--- src/rtl/core/tcfp_pkg.sv ---
// Shared types and constants for the torque command frame parser.
package tcfp_pkg;

    localparam int FRAME_LEN = 16;
    localparam int IDX_W     = $clog2(FRAME_LEN);
    localparam int TORQUE_W  = 14;
    localparam int RAW_W     = 19;

    localparam logic [TORQUE_W-1:0] LIMIT_RESET = 14'd1500;

    localparam logic [7:0] CH_CR    = 8'd13;
    localparam logic [7:0] CH_LF    = 8'd10;
    localparam logic [7:0] CH_T     = 8'd84;
    localparam logic [7:0] CH_L     = 8'd76;
    localparam logic [7:0] CH_R     = 8'd82;
    localparam logic [7:0] CH_M     = 8'd77;
    localparam logic [7:0] CH_ZERO  = 8'd48;
    localparam logic [7:0] CH_ONE   = 8'd49;
    localparam logic [7:0] CH_TWO   = 8'd50;
    localparam logic [7:0] CH_SIX   = 8'd54;

    localparam logic [2:0] MODE_STOP  = 3'd0;
    localparam logic [1:0] SIDE_NONE  = 2'd0;
    localparam logic [1:0] SIDE_LEFT  = 2'd1;
    localparam logic [1:0] SIDE_RIGHT = 2'd2;
    localparam logic [1:0] TECH_STOOP = 2'd0;
    localparam logic [1:0] TECH_SQUAT = 2'd1;
    localparam logic [1:0] TECH_SEMI  = 2'd2;

    typedef enum logic [1:0] {
        ST_ACCEPTED  = 2'd0,
        ST_BAD_TERM  = 2'd1,
        ST_OVERFLOW  = 2'd2,
        ST_WRONG_LEN = 2'd3
    } frame_status_t;

    typedef logic [TORQUE_W-1:0]     torque_t;
    typedef logic signed [RAW_W-1:0] raw_torque_t;

    typedef struct packed {
        frame_status_t status;
        logic          left_upd;
        logic          right_upd;
        logic          motion_upd;
        raw_torque_t   left_raw;
        raw_torque_t   right_raw;
        logic [2:0]    mode;
        logic [1:0]    side;
        logic [1:0]    technique;
    } frame_cmd_t;

    typedef struct packed {
        frame_status_t status;
        torque_t       left;
        torque_t       right;
        logic          left_upd;
        logic          right_upd;
        logic          motion_upd;
        logic [2:0]    mode;
        logic [2:0]    prev_mode;
        logic [1:0]    side;
        logic [1:0]    technique;
    } frame_result_t;

endpackage

--- src/rtl/core/tcfp_fifo.sv ---
// Two-entry queue of packed words.
module tcfp_fifo #(
    parameter int WIDTH = 8
) (
    input  logic             clk,
    input  logic             rst_n,
    input  logic             push,
    input  logic [WIDTH-1:0] wdata,
    output logic             full,
    input  logic             pop,
    output logic [WIDTH-1:0] rdata,
    output logic             empty
);

    logic [WIDTH-1:0] entry_reg [2];
    logic             wr_ptr_reg;
    logic             wr_ptr_next;
    logic             rd_ptr_reg;
    logic             rd_ptr_next;
    logic [1:0]       count_reg;
    logic [1:0]       count_next;
    logic             do_push;
    logic             do_pop;

    assign full    = (count_reg == 2'd2);
    assign empty   = (count_reg == 2'd0);
    assign do_push = push && !full;
    assign do_pop  = pop && !empty;
    assign rdata   = entry_reg[rd_ptr_reg];

    always_comb
    begin
        wr_ptr_next = wr_ptr_reg ^ do_push;
        rd_ptr_next = rd_ptr_reg ^ do_pop;
        count_next  = count_reg + 2'(do_push) - 2'(do_pop);
    end

    always_ff @(posedge clk or negedge rst_n)
    begin
        if (!rst_n)
        begin
            wr_ptr_reg <= 1'b0;
            rd_ptr_reg <= 1'b0;
            count_reg  <= 2'd0;
        end
        else
        begin
            wr_ptr_reg <= wr_ptr_next;
            rd_ptr_reg <= rd_ptr_next;
            count_reg  <= count_next;
        end
    end

    always_ff @(posedge clk)
    begin
        if (do_push)
        begin
            entry_reg[wr_ptr_reg] <= wdata;
        end
    end

endmodule

--- src/rtl/core/tcfp_front.sv ---
// Front end: byte framing, line store and frame classification.
module tcfp_front #(
    parameter int BUFFER_LEN = 32
) (
    input  logic                 clk,
    input  logic                 rst_n,
    input  logic                 accept,
    input  logic [7:0]           rx_byte,
    output logic                 cmd_push,
    output tcfp_pkg::frame_cmd_t cmd
);

    import tcfp_pkg::*;

    localparam int CW = $clog2(BUFFER_LEN + 1);

    logic [7:0]    store_reg [FRAME_LEN];
    logic [CW-1:0] count_reg;
    logic [CW-1:0] count_next;
    logic          cr_reg;
    logic          cr_next;
    logic          store_we;
    frame_status_t status;
    logic          good;

    function automatic raw_torque_t raw_value(input logic [7:0] c0, input logic [7:0] c1,
                                              input logic [7:0] c2, input logic [7:0] c3);
        logic signed [8:0] d0;
        logic signed [8:0] d1;
        logic signed [8:0] d2;
        logic signed [8:0] d3;
        d0 = $signed({1'b0, c0}) - 9'sd48;
        d1 = $signed({1'b0, c1}) - 9'sd48;
        d2 = $signed({1'b0, c2}) - 9'sd48;
        d3 = $signed({1'b0, c3}) - 9'sd48;
        return raw_torque_t'(d0) * RAW_W'(1000) + raw_torque_t'(d1) * RAW_W'(100)
             + raw_torque_t'(d2) * RAW_W'(10) + raw_torque_t'(d3);
    endfunction

    function automatic logic [2:0] mode_of(input logic [7:0] c);
        if (c >= CH_ONE && c <= CH_SIX)
            return c[2:0];
        return MODE_STOP;
    endfunction

    function automatic logic [1:0] side_of(input logic [7:0] c);
        if (c == CH_ONE)
            return SIDE_LEFT;
        if (c == CH_TWO)
            return SIDE_RIGHT;
        return SIDE_NONE;
    endfunction

    function automatic logic [1:0] tech_of(input logic [7:0] c);
        if (c == CH_ZERO)
            return TECH_STOOP;
        if (c == CH_TWO)
            return TECH_SEMI;
        return TECH_SQUAT;
    endfunction

    always_comb
    begin
        count_next = count_reg;
        cr_next    = cr_reg;
        store_we   = 1'b0;
        cmd_push   = 1'b0;
        status     = ST_ACCEPTED;
        if (accept)
        begin
            priority if (cr_reg)
            begin
                cr_next    = 1'b0;
                count_next = '0;
                cmd_push   = 1'b1;
                priority if (rx_byte != CH_LF)
                    status = ST_BAD_TERM;
                else if (count_reg != CW'(FRAME_LEN))
                    status = ST_WRONG_LEN;
                else
                    status = ST_ACCEPTED;
            end
            else if (rx_byte == CH_CR)
            begin
                cr_next = 1'b1;
            end
            else if (count_reg < CW'(BUFFER_LEN))
            begin
                store_we   = (count_reg < CW'(FRAME_LEN));
                count_next = count_reg + 1'b1;
            end
            else
            begin
                count_next = '0;
                cmd_push   = 1'b1;
                status     = ST_OVERFLOW;
            end
        end
    end

    assign good = (status == ST_ACCEPTED);

    always_comb
    begin
        cmd.status     = status;
        cmd.left_upd   = good && store_reg[0] == CH_T && store_reg[1] == CH_L;
        cmd.right_upd  = good && store_reg[6] == CH_T && store_reg[7] == CH_R;
        cmd.motion_upd = good && store_reg[12] == CH_M;
        cmd.left_raw   = raw_value(store_reg[2], store_reg[3], store_reg[4], store_reg[5]);
        cmd.right_raw  = raw_value(store_reg[8], store_reg[9], store_reg[10], store_reg[11]);
        cmd.mode       = mode_of(store_reg[13]);
        cmd.side       = side_of(store_reg[14]);
        cmd.technique  = tech_of(store_reg[15]);
    end

    always_ff @(posedge clk or negedge rst_n)
    begin
        if (!rst_n)
        begin
            count_reg <= '0;
            cr_reg    <= 1'b0;
        end
        else
        begin
            count_reg <= count_next;
            cr_reg    <= cr_next;
        end
    end

    always_ff @(posedge clk)
    begin
        if (store_we)
        begin
            store_reg[count_reg[IDX_W-1:0]] <= rx_byte;
        end
    end

endmodule

--- src/rtl/core/tcfp_back.sv ---
// Back end: torque clamping and reference/mode register update.
module tcfp_back (
    input  logic                    clk,
    input  logic                    rst_n,
    input  tcfp_pkg::torque_t       limit,
    input  logic                    cmd_empty,
    input  tcfp_pkg::frame_cmd_t    cmd,
    output logic                    cmd_pop,
    input  logic                    res_full,
    output logic                    res_push,
    output tcfp_pkg::frame_result_t res
);

    import tcfp_pkg::*;

    torque_t    left_reg;
    torque_t    left_next;
    torque_t    right_reg;
    torque_t    right_next;
    logic [2:0] mode_reg;
    logic [2:0] mode_next;
    logic [2:0] prev_mode_reg;
    logic [2:0] prev_mode_next;
    logic [1:0] side_reg;
    logic [1:0] side_next;
    logic [1:0] tech_reg;
    logic [1:0] tech_next;

    function automatic torque_t clamp(input raw_torque_t v, input torque_t lim);
        priority if (v >= $signed({{(RAW_W-TORQUE_W){1'b0}}, lim}))
            return lim;
        else if (v < 0)
            return '0;
        else
            return v[TORQUE_W-1:0];
    endfunction

    assign cmd_pop  = !cmd_empty && !res_full;
    assign res_push = cmd_pop;

    always_comb
    begin
        left_next      = left_reg;
        right_next     = right_reg;
        mode_next      = mode_reg;
        prev_mode_next = prev_mode_reg;
        side_next      = side_reg;
        tech_next      = tech_reg;
        if (cmd_pop)
        begin
            if (cmd.left_upd)
                left_next = clamp(cmd.left_raw, limit);
            if (cmd.right_upd)
                right_next = clamp(cmd.right_raw, limit);
            if (cmd.motion_upd)
            begin
                prev_mode_next = mode_reg;
                mode_next      = cmd.mode;
                side_next      = cmd.side;
                tech_next      = cmd.technique;
            end
        end
    end

    always_comb
    begin
        res.status     = cmd.status;
        res.left       = left_next;
        res.right      = right_next;
        res.left_upd   = cmd.left_upd;
        res.right_upd  = cmd.right_upd;
        res.motion_upd = cmd.motion_upd;
        res.mode       = mode_next;
        res.prev_mode  = prev_mode_next;
        res.side       = side_next;
        res.technique  = tech_next;
    end

    always_ff @(posedge clk or negedge rst_n)
    begin
        if (!rst_n)
        begin
            left_reg      <= '0;
            right_reg     <= '0;
            mode_reg      <= MODE_STOP;
            prev_mode_reg <= MODE_STOP;
            side_reg      <= SIDE_NONE;
            tech_reg      <= TECH_STOOP;
        end
        else
        begin
            left_reg      <= left_next;
            right_reg     <= right_next;
            mode_reg      <= mode_next;
            prev_mode_reg <= prev_mode_next;
            side_reg      <= side_next;
            tech_reg      <= tech_next;
        end
    end

endmodule

--- src/rtl/core/torque_command_frame_parser.sv ---
// A result is visible once its frame has passed both registered queues. Throughput: one
// byte per cycle while full is low; the back end retires one frame per cycle while a
// frame waits and the output queue is not full. The front end hands frames to the back
// end through a 2-entry queue; results wait in a 2-entry output queue. full follows the
// front queue only. Reset: asynchronous, active low; the stored limit returns to 1500,
// references and modes to zero, framing restarts with an empty line. No clearing pass.
module torque_command_frame_parser #(
    parameter int BUFFER_LEN = 32
) (
    input  logic        clk,
    input  logic        rst_n,
    input  logic        cfg_valid,
    output logic        cfg_ready,
    input  logic [13:0] torque_limit,
    input  logic        push,
    output logic        full,
    input  logic [7:0]  rx_byte,
    output logic        empty,
    input  logic        pop,
    output logic [1:0]  frame_status,
    output logic [13:0] torque_left,
    output logic [13:0] torque_right,
    output logic        left_updated,
    output logic        right_updated,
    output logic        motion_updated,
    output logic [2:0]  motion_mode,
    output logic [2:0]  previous_mode,
    output logic [1:0]  asym_side,
    output logic [1:0]  bend_technique
);

    import tcfp_pkg::*;

    torque_t       limit_reg;
    torque_t       limit_next;
    logic          in_accept;
    logic          cmd_push;
    frame_cmd_t    cmd_in;
    frame_cmd_t    cmd_out;
    logic          cmd_empty;
    logic          cmd_pop;
    logic          res_full;
    logic          res_push;
    frame_result_t res_in;
    frame_result_t res_out;

    assign cfg_ready  = 1'b1;
    assign in_accept  = push && !full;
    assign limit_next = (cfg_valid && cfg_ready) ? torque_limit : limit_reg;

    always_ff @(posedge clk or negedge rst_n)
    begin
        if (!rst_n)
        begin
            limit_reg <= LIMIT_RESET;
        end
        else
        begin
            limit_reg <= limit_next;
        end
    end

    tcfp_front #(
        .BUFFER_LEN (BUFFER_LEN)
    ) u_front (
        .clk      (clk),
        .rst_n    (rst_n),
        .accept   (in_accept),
        .rx_byte  (rx_byte),
        .cmd_push (cmd_push),
        .cmd      (cmd_in)
    );

    tcfp_fifo #(
        .WIDTH ($bits(frame_cmd_t))
    ) u_cmd_q (
        .clk   (clk),
        .rst_n (rst_n),
        .push  (cmd_push),
        .wdata (cmd_in),
        .full  (full),
        .pop   (cmd_pop),
        .rdata (cmd_out),
        .empty (cmd_empty)
    );

    tcfp_back u_back (
        .clk       (clk),
        .rst_n     (rst_n),
        .limit     (limit_reg),
        .cmd_empty (cmd_empty),
        .cmd       (cmd_out),
        .cmd_pop   (cmd_pop),
        .res_full  (res_full),
        .res_push  (res_push),
        .res       (res_in)
    );

    tcfp_fifo #(
        .WIDTH ($bits(frame_result_t))
    ) u_res_q (
        .clk   (clk),
        .rst_n (rst_n),
        .push  (res_push),
        .wdata (res_in),
        .full  (res_full),
        .pop   (pop),
        .rdata (res_out),
        .empty (empty)
    );

    assign frame_status   = res_out.status;
    assign torque_left    = res_out.left;
    assign torque_right   = res_out.right;
    assign left_updated   = res_out.left_upd;
    assign right_updated  = res_out.right_upd;
    assign motion_updated = res_out.motion_upd;
    assign motion_mode    = res_out.mode;
    assign previous_mode  = res_out.prev_mode;
    assign asym_side      = res_out.side;
    assign bend_technique = res_out.technique;

`ifndef NO_ASSERTIONS
    a_cmd_from_transfer : assert property (@(posedge clk) disable iff (!rst_n)
        cmd_push |-> in_accept)
        else $error("frame queued without a byte transfer");

    a_result_from_back : assert property (@(posedge clk) disable iff (!rst_n)
        $fell(empty) |-> $past(res_push))
        else $error("result appeared without back end retiring a frame");

    a_flags_only_accepted : assert property (@(posedge clk) disable iff (!rst_n)
        (!empty && frame_status != ST_ACCEPTED) |->
            (!left_updated && !right_updated && !motion_updated))
        else $error("update flag set in a rejected frame");

    a_prev_tracks_mode : assert property (@(posedge clk) disable iff (!rst_n)
        (res_push && res_in.motion_upd) |=> (res_in.prev_mode == $past(res_in.mode) ||
            !res_push || !res_in.motion_upd))
        else $error("previous mode does not follow the last mode");
`endif

endmodule
--- config.mk ---
export PLATFORM = sky130hd
export DESIGN_NAME = torque_command_frame_parser
export DESIGN_NICKNAME = d
export VERILOG_FILES = /design/src/rtl/core/tcfp_pkg.sv /design/src/rtl/core/tcfp_fifo.sv /design/src/rtl/core/tcfp_front.sv /design/src/rtl/core/tcfp_back.sv /design/src/rtl/core/torque_command_frame_parser.sv
export SDC_FILE = /design/constraint.sdc
export NUM_CORES = 1
export LEC_CHECK = 0
export BUFFER_PORTS_ARGS = -buffer_cell sky130_fd_sc_hd__buf_2
export CAP_MARGIN = 10
export CORE_ASPECT_RATIO = 1.4
export CORE_MARGIN = 5
export CORE_UTILIZATION = 31
export DETAILED_ROUTE_END_ITERATION = 6
export GPL_ROUTABILITY_DRIVEN = 0
export PLACE_DENSITY_LB_ADDON = 0.3
export SLEW_MARGIN = 20
export SYNTH_ARGS = -nofsm -noshare
export SYNTH_HDL_FRONTEND = slang
export SYNTH_SLANG_ARGS = --single-unit
--- constraint.sdc ---
create_clock -name clk -period 17.05 [get_ports clk]
set_clock_uncertainty 0.05 [all_clocks]
set_input_delay 0.8525 -clock clk [delete_from_list [all_inputs] [get_ports clk]]
set_output_delay 0.8525 -clock clk [all_outputs]
set_load 0.02 [all_outputs]
==> Yosys cells after proc, flatten, opt, wreduce, memory -nomap -nowiden <==
Memory sizes are Yosys's and may differ from the RTL's.
Index checks and enable logic that the tools add are counted.
{ "word_totals": {"n_memories": 3, "rom_bits": 0, "wordCells": 148, "latchBits": 0, "ff_bits": 67, "mem_bits_rw": 314, "inputBits": 27} }
{ "mem_list": {"columns": ["name", "depth", "word_bits", "rd", "rd_ports_with_merged_regs", "write_ports", "line", "text"], "rows": [
  ["u_front.store_reg", 16, 8, 16, 0, 1, "tcfp_front.sv:17", "logic [7:0] store_reg [FRAME_LEN];"],
  ["u_cmd_q.entry_reg", 2, 50, 1, 0, 1, "tcfp_fifo.sv:15", "logic [WIDTH-1:0] entry_reg [2];"],
  ["u_res_q.entry_reg", 2, 43, 1, 0, 1, "tcfp_fifo.sv:15", null]
]} }
{ "classes": {"shift": 0, "reduce_logical": 20, "mul": 6, "div_mod_pow": 0, "n_bitwise": 4, "muxes": 58, "eq_ne": 15, "n_lt_le_gt_ge": 8, "addsub": 19} }
{ "op_table": {"columns": ["cell", "n"], "rows": [
  ["2-to-1 mux 14 bit", 8],
  ["adder 19 bit", 4],
  ["subtractor 8 x 6 -> 9 bit (second input constant)", 8],
  ["equality test 8 x 7 -> 1 bit (second input constant)", 5],
  ["adder 19 x 9 -> 19 bit", 2],
  [">= comparator 19 x 15 -> 1 bit", 2],
  ["less-than comparator 19 x 1 -> 1 bit (second input constant)", 2],
  ["2-to-1 mux 2 bit", 18],
  ["equality test 8 x 6 -> 1 bit (second input constant)", 4],
  ["multiplier 9 x 8 -> 16 bit (second input constant)", 2],
  ["multiplier 9 x 6 -> 15 bit (second input constant)", 2],
  ["multiplier 9 x 4 -> 13 bit (second input constant)", 2],
  ["2-to-1 mux 1 bit", 23],
  ["2-to-1 mux 3 bit", 6],
  ["2-to-1 mux 6 bit", 3],
  ["logical AND 1 bit", 12],
  ["equality test 8 x 4 -> 1 bit (second input constant)", 1],
  [">= comparator 8 x 6 -> 1 bit (second input constant)", 1],
  ["<= comparator 8 x 6 -> 1 bit (second input constant)", 1],
  ["inequality test 8 x 4 -> 1 bit (second input constant)", 1],
  ["adder 6 x 1 -> 6 bit (second input constant)", 1],
  ["logical NOT 2 bit", 3],
  ["less-than comparator 6 x 5 -> 1 bit (second input constant)", 1],
  ["less-than comparator 6 bit (second input constant)", 1],
  ["other kinds (8)", 17]
]} }

==> Longest topological paths before layout <==
{ "logic_depth": {"ltp_word": 8, "mapped_depth": 28} }

==> Hierarchy <==
A second synthesis with hierarchy kept.
{ "unflattened": {"cells_unflattened": 1865, "hier_area_um2": 24374.6} }
{ "modules_own_cells": {"columns": ["mod", "cells_per_inst", "seq_area_each_um2", "area_each_um2", "instances"], "rows": [
  ["tcfp_front", 1278, 4018.9, 13798.2, 1],
  ["tcfp_fifo at u_cmd_q", 176, 3103.0, 4080.2, 1],
  ["tcfp_fifo at u_res_q", 154, 2682.6, 3523.4, 1],
  ["tcfp_back", 225, 950.9, 2427.3, 1],
  ["torque_command_frame_parser", 32, 359.1, 545.5, 1]
]} }

==> Worst setup path before layout <==
Ideal clock, no wire load.
{ "synth_timing": {"path_kind": "reg2reg", "start": "memory u_front.store_reg[8][5]", "end": "memory u_cmd_q.entry_reg[0][25] in the netlist's numbering, data pin", "arrival_time_ps": 6743, "path_stages_with_launch": 24, "setup_time_ps": 271, "n_path_buf": 0, "setup_slack_ps": 9986, "path_cell_list": "edfxtp_1 > ha_1 > nor3_1 > ha_1 > xor2_1 > fa_1 > fa_1 > inv_1 > fa_1 > inv_1 > ha_1 > a21oi_1 > nor2b_1 > a31oi_1 > nand2b_1 > xnor2_1 > fa_1 > fa_1 > inv_1 > ha_1 > nor2b_1 > a311o_1 > a21oi_1 > xnor3_1"} }
{ "synth_rtl": {"columns": ["element", "line"], "rows": [
  ["from (decl)", "tcfp_front.sv:17"],
  ["to (decl)", "tcfp_fifo.sv:15"]
]} }

==> metrics.txt <==
# TYPE chip_impl_metric gauge
chip_impl_metric{name="dpl.hpwl",unit="mm"} 38.0
chip_impl_metric{name="design.die.area",unit="µm²"} 81500
chip_impl_metric{name="largest_register_ff_count",unit=""} 128
chip_impl_metric{name="relSlewSlack",unit=""} 0.255
chip_impl_metric{name="max_clock_freq",unit="GHz"} 0.141
chip_impl_metric{name="grt_antenna_before_repair",unit=""} 8
chip_impl_metric{name="fp.dieW",unit="µm"} 243
chip_impl_metric{name="number_of_distinct_library_cells_after_synthesis",unit=""} 69
chip_impl_metric{name="worst_slew_pin_slew",unit="ns"} 1.12
chip_impl_info{name="outcome",value="complete, no violations"} 1
chip_impl_metric{name="setup_total_negative_slack",unit="ns"} 0
chip_impl_metric{name="setup_viol",unit=""} 0
chip_impl_metric{name="fraction_of_final_layout_cells_sized_beyond_drive_strength_1",unit=""} 0.126
chip_impl_metric{name="clk-insertion-delay-late",unit="ns"} 0.53
chip_impl_metric{name="start_util",unit=""} 0.313
chip_impl_info{name="most_used_dff_post_synth",value="sky130_fd_sc_hd__edfxtp_1"} 1
chip_impl_metric{name="crit_path_max_incr_delay",unit="ns"} 0.52
chip_impl_metric{name="top_level_ports",unit=""} 73
chip_impl_metric{name="global_route.overflow_total",unit=""} 0
chip_impl_metric{name="synthToLayoutAreaGrowth",unit="%"} 12.3
chip_impl_metric{name="drt-total-wl",unit="mm"} 48.8
chip_impl_metric{name="grt_pass1_wl",unit="mm"} 79.0
chip_impl_metric{name="grt_start_max_net_pins",unit=""} 68
chip_impl_info{name="ctsRootBufferMaster",value="sky130_fd_sc_hd__clkbuf_16"} 1
chip_impl_info{name="slowest_library_cell_on_the_worst_path",value="sky130_fd_sc_hd__fa_1"} 1
chip_impl_metric{name="min_period",unit="ns"} 7.10
chip_impl_metric{name="synthesis.instances",unit=""} 1869
chip_impl_metric{name="drc_violations_left",unit=""} 0
chip_impl_info{name="setup_repair_after_global_routing_missed_its_margin",value="no"} 1
chip_impl_metric{name="synth-warning-count",unit=""} 0
chip_impl_info{name="holdCritPathClass",value="reg2reg"} 1
chip_impl_metric{name="post_cts.resized_instances",unit=""} 0
chip_impl_info{name="crit_path_frequent_cell",value="sky130_fd_sc_hd__inv_1"} 1
chip_impl_metric{name="synth_async_sr_flop_share",unit=""} 0.176
chip_impl_info{name="timing.critical_path.from_type",value="flop"} 1
chip_impl_metric{name="port_buffers",unit=""} 71
chip_impl_metric{name="finalNetCount",unit=""} 2372
chip_impl_metric{name="via_per_inst",unit=""} 4.61
chip_impl_metric{name="register_area_share_after_synthesis",unit=""} 0.473
chip_impl_metric{name="routed-via-count",unit=""} 13700
chip_impl_metric{name="synth.cell_area",unit="µm²"} 23500
chip_impl_metric{name="drt_iter0_markers",unit=""} 453
chip_impl_metric{name="fillerInstances",unit=""} 7317
chip_impl_metric{name="synthesis.nets",unit=""} 2275
chip_impl_metric{name="core_area",unit="µm²"} 75200
chip_impl_metric{name="routed_wire_length_per_instance",unit="µm"} 16.5
chip_impl_metric{name="final_period_util",unit=""} 0.417
chip_impl_metric{name="crit_required",unit="ns"} 17.27
chip_impl_metric{name="post_cts_buffers",unit=""} 0
chip_impl_metric{name="core.rowCount",unit=""} 119
chip_impl_metric{name="critPathArrivalTime",unit="ns"} 7.32
chip_impl_metric{name="cts_buffers",unit=""} 37
chip_impl_metric{name="deepest_level_of_the_cts_h_tree",unit=""} 2
chip_impl_metric{name="number_of_optimization_iterations_in_the_first_detailed_route_pass",unit=""} 5
chip_impl_metric{name="clk_pin_slew_worst_paths",unit="ns"} 0.06
chip_impl_metric{name="grt_use_total",unit=""} 0.120
chip_impl_metric{name="cts_max_path_buffers",unit=""} 3
chip_impl_metric{name="hold_viol",unit=""} 0
chip_impl_metric{name="maxSlewViolCount",unit=""} 0
chip_impl_metric{name="crit_path_max_fanout",unit=""} 6
chip_impl_metric{name="synth.avg_cell_area",unit="µm²"} 12.6
chip_impl_info{name="cts_tree",value="yes"} 1
chip_impl_info{name="path_class",value="reg2reg"} 1
chip_impl_metric{name="ant_nets",unit=""} 0
chip_impl_metric{name="synth_edf_count",unit=""} 314
chip_impl_metric{name="cts_num_sinks",unit=""} 381
chip_impl_metric{name="cts_hold_repair.buffers",unit=""} 0
chip_impl_metric{name="drv.max_cap_violation_count",unit=""} 0
chip_impl_metric{name="grt_pass1_vias",unit=""} 14700
chip_impl_metric{name="synth-seq-cells",unit=""} 381
chip_impl_metric{name="die_height",unit="µm"} 336
chip_impl_info{name="timing.critical_path.to_type",value="flop"} 1
synthesized netlist by cell type (6+ instances only):
| master | n | area share |
|---|---|---|
| sky130_fd_sc_hd__edfxtp_1 | 314 | 0.40 |
| sky130_fd_sc_hd__inv_1 | 299 | 0.048 |
| sky130_fd_sc_hd__ha_1 | 244 | 0.13 |
| sky130_fd_sc_hd__fa_1 | 135 | 0.12 |
| sky130_fd_sc_hd__mux2_2 | 82 | 0.039 |
| sky130_fd_sc_hd__nand2_1 | 81 | 0.013 |
| sky130_fd_sc_hd__a21oi_1 | 73 | 0.016 |
| sky130_fd_sc_hd__xnor2_1 | 72 | 0.027 |
| sky130_fd_sc_hd__o21ai_0 | 69 | 0.015 |
| sky130_fd_sc_hd__dfrtp_1 | 60 | 0.064 |
| sky130_fd_sc_hd__nor2_1 | 57 | 0.0091 |
| sky130_fd_sc_hd__xor2_1 | 43 | 0.016 |
| sky130_fd_sc_hd__mux2i_1 | 41 | 0.017 |
| sky130_fd_sc_hd__nor3_1 | 32 | 0.0068 |
| sky130_fd_sc_hd__a21o_1 | 22 | 0.0070 |
| sky130_fd_sc_hd__nor2b_1 | 21 | 0.0056 |
| sky130_fd_sc_hd__o21ai_1 | 21 | 0.0045 |
| sky130_fd_sc_hd__clkbuf_1 | 19 | 0.0030 |
| sky130_fd_sc_hd__nand2b_1 | 12 | 0.0032 |
| sky130_fd_sc_hd__or3_1 | 12 | 0.0032 |
| sky130_fd_sc_hd__nand3_1 | 11 | 0.0023 |
| sky130_fd_sc_hd__o21a_1 | 11 | 0.0035 |
| sky130_fd_sc_hd__nor4_1 | 9 | 0.0024 |
| sky130_fd_sc_hd__and2_1 | 8 | 0.0021 |
| sky130_fd_sc_hd__o21bai_1 | 8 | 0.0026 |
| sky130_fd_sc_hd__dfstp_2 | 7 | 0.0078 |
| sky130_fd_sc_hd__a211oi_1 | 6 | 0.0019 |
| sky130_fd_sc_hd__a21boi_0 | 6 | 0.0019 |
| sky130_fd_sc_hd__nand4_1 | 6 | 0.0016 |
kinds of logic (layout without fill, tap and decap cells):
logic type,count (synthesis),count (layout),synth area share
buffers and inverters,326,452,0.0529
AO/OA/AOI/OAI,261,261,0.0679
AND/OR/NAND/NOR,280,280,0.0598
other,2,5,0.000320
multiplexers,124,124,0.0572
adder cells (fa/ha/maj),379,379,0.245
flip-flops,381,381,0.473
XOR/XNOR,116,116,0.0438
final timing paths:
check / slack, ns / cells after the start / to / from
max: 9.95 / 26 / u_cmd_q.entry_reg[0][25] / u_front.store_reg[8][5]
min: 0.41 / 0 / u_cmd_q.entry_reg[1][26] / u_front.store_reg[5][0]
max reg2reg: 9.95 / 26 / u_cmd_q.entry_reg[0][25] / u_front.store_reg[8][5]
min reg2reg: 0.41 / 0 / u_cmd_q.entry_reg[1][26] / u_front.store_reg[5][0]
max in group asynchronous: 15.79 / 2 / u_cmd_q.rd_ptr_reg / rst_n
min in group asynchronous: 0.47 / 2 / u_back.right_reg[1] / rst_n
metrics by stage:
| step | util | instances | setup WS [ns] | hold WS [ns] | instance area, µm² |
|---|---|---|---|---|---|
| 5_1_grt | 0.351 | 2964 | 9.44 | 0.423 | 26400 |
| 3_3_place_gp | 0.333 | 2895 | 10.03 | 0.375 | 25100 |
| 2_1_floorplan | - | 1869 | 9.99 | 0.371 | 23500 |
| 4_1_cts | 0.350 | 2963 | 9.91 | 0.407 | 26300 |
| 6_report | 0.351 | 2966 | 9.95 | 0.406 | 26400 |
| 3_5_place_dp | 0.333 | 2895 | 9.91 | 0.394 | 25100 |
area by class of cell:
class                   instances  area [µm²]  share of cell area
clock buffers                  50        1050              0.0397
well taps                     968        1210              0.0459
flip-flops and latches        381       11100               0.421
diodes                          3        7.51            0.000285
clock inverters                18         204             0.00773
multi-input cells            1162       11200               0.425
repair buffers                 85         460              0.0175
inverters                     299        1120              0.0425
metal layers:
| layer | track usage | vias to the layer above | share of wire |
|---|---|---|---|
| li1 | - | 6690 | - |
| met1 | 0.137 | 6699 | 0.40 |
| met2 | 0.226 | 176 | 0.53 |
| met3 | 0.0206 | 88 | 0.036 |
| met4 | 0.0408 | 10 | 0.033 |
| met5 | 0 | - | 0.0013 |
critical path, delay by kind of cell (launching register included):
| family | cells | cell delay (ns) |
|---|---|---|
| AO/OA/AOI/OAI | 5 | 1.12 |
| adder cells (fa/ha/maj) | 9 | 3.81 |
| XOR/XNOR | 4 | 0.77 |
| flip-flops | 1 | 0.49 |
| AND/OR/NAND/NOR | 2 | 0.22 |
| buffers and inverters | 6 | 0.38 |
cell usage in the layout (no fill, tap or decap), types with 9 or more instances in the layout:
cell                        instances
sky130_fd_sc_hd__mux2i_1           41
sky130_fd_sc_hd__edfxtp_1         314
sky130_fd_sc_hd__buf_2             71
sky130_fd_sc_hd__xor2_1            43
sky130_fd_sc_hd__nand3_1           11
sky130_fd_sc_hd__xnor2_1           72
sky130_fd_sc_hd__nor2_1            57
sky130_fd_sc_hd__nor4_1             9
sky130_fd_sc_hd__nand2_1           81
sky130_fd_sc_hd__o21ai_1           21
sky130_fd_sc_hd__a21o_1            22
sky130_fd_sc_hd__mux2_2            82
sky130_fd_sc_hd__fa_1             135
sky130_fd_sc_hd__inv_1            299
sky130_fd_sc_hd__o21ai_0           69
sky130_fd_sc_hd__buf_4             14
sky130_fd_sc_hd__nor3_1            27
sky130_fd_sc_hd__ha_1             240
sky130_fd_sc_hd__dfrtp_1           58
sky130_fd_sc_hd__a21oi_1           73
sky130_fd_sc_hd__clkbuf_16         39
sky130_fd_sc_hd__nor2b_1           21
sky130_fd_sc_hd__nand2b_1          12
sky130_fd_sc_hd__or3_1             12
sky130_fd_sc_hd__o21a_1            11
Power is left out: the tool's default activity adds up to more than one toggle a clock period on the data nets, which glitch-free logic cannot reach.
